<file path="src/rtl/ert_pkg.sv">
`timescale 1ns / 1ps
// Shared constants, codes and helpers for the endpoint registry table.
// No dependencies.
package ert_pkg;

	// Number of table rows (1 to 127).
	localparam int Rows = 8;
	// Row number width; at least one bit.
	localparam int RowW = (Rows > 1) ? $clog2(Rows) : 1;
	localparam int EpW = 8;
	localparam int IdxOutW = 3;

	typedef logic [RowW-1:0] row_t;
	typedef logic [EpW-1:0] ep_t;

	typedef enum logic [1:0] {
		OP_ADD    = 2'd0,
		OP_REMOVE = 2'd1,
		OP_LOOKUP = 2'd2,
		OP_NONE   = 2'd3
	} op_t;

	typedef enum logic [1:0] {
		ST_OK        = 2'd0,
		ST_EXISTS    = 2'd1,
		ST_FULL      = 2'd2,
		ST_NOT_FOUND = 2'd3
	} status_t;

	// Low three bits of a row number, zero-extended for small tables.
	function automatic logic [IdxOutW-1:0] to_row_index(input row_t r);
		logic [7:0] w;
		w = 8'(r);
		return w[IdxOutW-1:0];
	endfunction

endpackage

</file>
<file path="src/rtl/endpoint_registry_table_top.sv">
`timescale 1ns / 1ps
// Endpoint registry table: top level with row memory, scan sequencer and result register.
// Depends on ert_pkg.
//
// Usage:
//  - Command channel: drive op and endpoint_id with start high; the item is taken
//    at a rising edge where start is high and busy is low. busy stays high while
//    the item is being worked on.
//  - Result channel: done is high for exactly one cycle with status and row_index
//    valid. There is no backpressure; the receiver must take it that cycle.
//  - Each item scans every row of the endpoint memory, one read per cycle, through
//    the single synchronous read port. The scan is followed by a drain state and a
//    resolve state, and done is raised from the resolve state.
//    The next item may be accepted at the edge that ends the cycle done is shown;
//    no new item is taken while the previous one is still being worked on.
//  - The resolve cycle writes the endpoint memory and the valid bits; no read is
//    in flight then, so no forwarding is needed.
//  - Reset (arst_n low) clears all valid bits at once; the endpoint memory is not
//    cleared, since an entry is only compared while its row is valid.
//  - Unused op code: the table is left alone and the result is not found, row 0.
module endpoint_registry_table_top
	import ert_pkg::*;
(
	input  logic         clk,
	input  logic         arst_n,
	input  logic         start,
	input  logic [1:0]   op,
	input  logic [7:0]   endpoint_id,
	output logic         busy,
	output logic         done,
	output logic [1:0]   status,
	output logic [2:0]   row_index
);

	typedef enum logic [1:0] {
		S_IDLE,
		S_SCAN,
		S_DRAIN,
		S_RESOLVE
	} state_t;

	state_t state_q;

	// Endpoint storage, one synchronous read port.
	ep_t mem [Rows];
	ep_t rd_data_s1;
	row_t cmp_idx_s1;
	logic cmp_v_s1;

	logic [Rows-1:0] row_valid_q;

	// Latched command.
	op_t op_q;
	ep_t ep_q;

	// Scan address.
	row_t rd_addr_q;

	// Scan results: lowest matching row and lowest free row.
	logic hit_q;
	row_t hit_row_q;
	logic free_q;
	row_t free_row_q;

	// Memory write, driven from the resolve cycle.
	logic wr_en;
	row_t wr_addr;

	logic last_addr;
	assign last_addr = (rd_addr_q == row_t'(Rows - 1));

	always_comb begin
		wr_en = 1'b0;
		wr_addr = free_row_q;
		if (state_q == S_RESOLVE && op_q == OP_ADD && !hit_q && free_q) begin
			wr_en = 1'b1;
		end
	end

	always_ff @(posedge clk) begin
		if (wr_en) begin
			mem[wr_addr] <= ep_q;
		end
		rd_data_s1 <= mem[rd_addr_q];
		cmp_idx_s1 <= rd_addr_q;
	end

	assign busy = (state_q != S_IDLE);

	always_ff @(posedge clk or negedge arst_n) begin
		if (!arst_n) begin
			state_q     <= S_IDLE;
			row_valid_q <= '0;
			cmp_v_s1    <= 1'b0;
			rd_addr_q   <= '0;
			hit_q       <= 1'b0;
			free_q      <= 1'b0;
			hit_row_q   <= '0;
			free_row_q  <= '0;
			op_q        <= OP_NONE;
			ep_q        <= '0;
			done        <= 1'b0;
			status      <= ST_NOT_FOUND;
			row_index   <= '0;
		end else begin
			done     <= 1'b0;
			cmp_v_s1 <= (state_q == S_SCAN);

			// Compare the row read in the previous cycle.
			if (cmp_v_s1) begin
				if (row_valid_q[cmp_idx_s1]) begin
					if (rd_data_s1 == ep_q && !hit_q) begin
						hit_q     <= 1'b1;
						hit_row_q <= cmp_idx_s1;
					end
				end else if (!free_q) begin
					free_q     <= 1'b1;
					free_row_q <= cmp_idx_s1;
				end
			end

			case (state_q)
				S_IDLE: begin
					if (start) begin
						op_q      <= op_t'(op);
						ep_q      <= endpoint_id;
						rd_addr_q <= '0;
						hit_q     <= 1'b0;
						free_q    <= 1'b0;
						state_q   <= S_SCAN;
					end
				end
				S_SCAN: begin
					if (last_addr) begin
						state_q <= S_DRAIN;
					end else begin
						rd_addr_q <= rd_addr_q + row_t'(1);
					end
				end
				S_DRAIN: begin
					state_q <= S_RESOLVE;
				end
				S_RESOLVE: begin
					done      <= 1'b1;
					status    <= ST_NOT_FOUND;
					row_index <= '0;
					case (op_q)
						OP_ADD: begin
							if (hit_q) begin
								status <= ST_EXISTS;
							end else if (!free_q) begin
								status <= ST_FULL;
							end else begin
								status                  <= ST_OK;
								row_index               <= to_row_index(free_row_q);
								row_valid_q[free_row_q] <= 1'b1;
							end
						end
						OP_REMOVE: begin
							if (hit_q) begin
								status                 <= ST_OK;
								row_index              <= to_row_index(hit_row_q);
								row_valid_q[hit_row_q] <= 1'b0;
							end
						end
						OP_LOOKUP: begin
							if (hit_q) begin
								status    <= ST_OK;
								row_index <= to_row_index(hit_row_q);
							end
						end
						default: begin
							status <= ST_NOT_FOUND;
						end
					endcase
					state_q <= S_IDLE;
				end
				default: begin
					state_q <= S_IDLE;
				end
			endcase
		end
	end

endmodule
</file>
<file path="config.mk">
export PLATFORM = sky130hd
export DESIGN_NAME = endpoint_registry_table_top
export DESIGN_NICKNAME = d
export VERILOG_FILES = /design/src/rtl/ert_pkg.sv /design/src/rtl/endpoint_registry_table_top.sv
export SDC_FILE = /design/constraint.sdc
export NUM_CORES = 1
export LEC_CHECK = 0
export BUFFER_PORTS_ARGS = -buffer_cell sky130_fd_sc_hd__buf_2
export CAP_MARGIN = 10
export CORE_MARGIN = 4
export CORE_UTILIZATION = 55
export DETAILED_ROUTE_END_ITERATION = 16
export GPL_TIMING_DRIVEN = 0
export PLACE_DENSITY = 0.75
export SLEW_MARGIN = 10
export SYNTH_ARGS = -nofsm -noshare
export SYNTH_HDL_FRONTEND = slang
export SYNTH_SLANG_ARGS = --single-unit
</file>
<file path="constraint.sdc">
create_clock -name clk -period 3.9 [get_ports clk]
set_clock_uncertainty 0.1 [all_clocks]
set_input_delay 0.195 -clock clk [delete_from_list [all_inputs] [get_ports clk]]
set_output_delay 0.195 -clock clk [all_outputs]
set_load 0.1 [all_outputs]
</file>
==> run metrics <==
result of the run=complete, no violations; async set or reset register ratio after synthesis=33.63%; Synth area leaders=edfxtp_1 42%, dfrtp_1 18%, mux4_2 7.8%; clk sinks=113; Clk Tree Root Cell=clkbuf_8; R2R Path Start=state_q[0]; HP Class=in2async; crit path launch=state_q[0]; sequential-to-total area share from yosys stat=67.28%; Worst setup EP type=register; Max Cap Violations=0; setup TNS=0 ps; gpl congestion=0.8725; Setup-failing EPs final=0; synthesis-stage register bit count=113; total CTS buffers=17; GRT overflow=0; worst-margin pin slew=913.1 ps; worst-path maximum fanout=10; syn nets=309; EDFF count, synth=64; Core Rows=33; GR Layer Usage met2=31.04%; Main synth FF type=edfxtp_1; CTS H-tree depth=4; Hold Fails Final Rpt=0; Static Leak=2.083 nW; CP Launch Type=register; top cell type by total area after synthesis=edfxtp_1; drt pass-1 iters=4; Die ar.=9899 µm²; number of global-route vias before repair=2699; GRT Util Overall=19.81%; global-route wire length before repair=14.39 mm; chip width=99.50 µm; synthesized area=4604 µm²; most frequent cells in the layout=64 x edfxtp_1, 34 x dfrtp_1, 22 x buf_2, 20 x mux2_2; Clock transition at path regs=60 ps; met1 Usage GRT=27.32%; post-synth top area share=41.74%; area grow syn2layout=20.60%; post-DP HPWL=5.485 mm; Placed Area=4841 µm²; WL/cell=19.63 µm; Tcrit/Tclk final=68.32%; core area=8175 µm²; Post-CTS Resized=0; Max Slew Vio Count=0; met3 GRT Util=5.680%; antenna fix cells=0; min cycle time layout=2665 ps; Top Usage Layer GRT=met2; YS warnings=0; Mapped Cells=286; Initial Util=56.32%; final WL=8.931 mm; initial antenna violation count=0; layout cells sized above 1=28.00%; PortBufs=19; Iter 0 DRT Violations=160; RSZ-0062 raised after global routing=no; relative slew slack=38.90%; Residual DRC=0; Clock Tree Buf Depth=2; design area=5553 µm²; CTS tree=yes; Arrival @ worst endpoint=2700 ps; Worst-Skew Late Latency=510 ps; top-level I/O count=20; Cell variety after synth=41; final net count=360; DRT antenna net count=0; commonest non-fill, non-tap cell in the layout=edfxtp_1; CP Class=reg2reg; maximum VDD drop=559.8 µV; maximum clock frequency=0.3753 GHz; largest net degree at the start of global routing=39; via/cell ratio=5.688; via count=2588; power density over the cells=814.2 nW/µm²; Required @ worst endpoint=3930 ps; Die Ht=99.50 µm; syn_area_per_cell=16.10 µm²
==> through the flow <==
stage | util, % | hold slack [ps] | std cells | worst slack [ps] | power [mW]
finish | 67.92 | 246.4 | 455 | 1236 | 4.521
global route | 67.92 | 321.2 | 455 | 1016 | 4.744
CTS | 67.92 | 261.3 | 455 | 1180 | 4.545
detailed placement | 59.21 | 262.1 | 411 | 1218 | 3.008
global placement | 59.09 | 258.8 | 410 | 873.4 | 2.966
floorplan | - | -200.6 | 286 | 1719 | 2.714
==> what timing repair did <==
action | CTS | global route
hold buffers | 12 | 0
endpoints found under the hold margin | 47 | 0
buffers inserted | 0 | 0
==> power breakdown <==
group	leakage, nW	switching, mW	total, mW	internal (mW)
sequential	1.15	0.229	1.82	1.60
clock	0.288	0.531	1.52	0.985
combinational	0.643	0.702	1.18	0.478
total	2.08	1.46	4.52	3.06
==> logic make-up after synthesis <==
logic type	after synthesis	synth area share, %
buf+inv	24	2.011
compound gates	42	5.734
mux	44	15.54
xor+xnor	5	0.9510
simple gates	48	5.761
fa+ha+maj	10	2.717
flops	113	67.28
==> registers in the layout (all words and copies together), names as in the netlist, 2 cells and up <==
signal / flops
row_index: 3
cmp_idx_s1: 3
free_row_q: 3
state_q: 2
status: 2
op_q: 2
ep_q: 8
rd_addr_q: 3
mem: 64
hit_row_q: 3
rd_data_s1: 8
row_valid_q: 8
==> metal layers <==
| metal | part of all wire (%) | vias to the layer above |
|---|---|---|
| met2 | 50 | 46 |
| li1 | - | 1204 |
| met3 | 3.4 | 10 |
| met4 | 1.2 | 0 |
| met1 | 45 | 1328 |
| met5 | 0 | - |
==> critical path: stages, from the launching register on <==
cell and delay [ps]:
dfrtp_1 380, ha_1 230, clkbuf_1 340, nand3_1 400, nor2_1 830
==> area by class of cell <==
type	instances	area, µm²
Buffer	11	43.79
Clock buffer	18	427.9
Clock inverter	14	163.9
Fill cell	554	2623
Inverter	13	48.80
Multi-Input combinational cell	149	1419
Sequential cell	113	3098
Tap cell	105	131.4
Timing Repair Buffer	32	220.2
==> synth_stat cells (5+ instances only) <==
cell type and instances:
a21oi_1 6, dfrtp_1 34, nand2b_1 6, mux4_2 16, o31ai_1 5, nor2_1 14, dfxtp_1 11, inv_1 13
xnor2_1 5, mux2_2 20, clkbuf_1 9, edfxtp_1 64, nand2_1 7, ha_1 10, o21ai_0 15
==> worst paths after layout <==
kind,end,cells after the start,slack [ps]
setup / recovery,mem[6][2],4,1240
hold / removal,state_q[1],2,250
setup reg to reg,mem[6][2],4,1240
hold reg to reg,cmp_idx_s1[1],0,320
max in group asynchronous,row_valid_q[6],2,2900
min in group clk,cmp_idx_s1[1],0,320
Power figures use the tool's default switching activity.
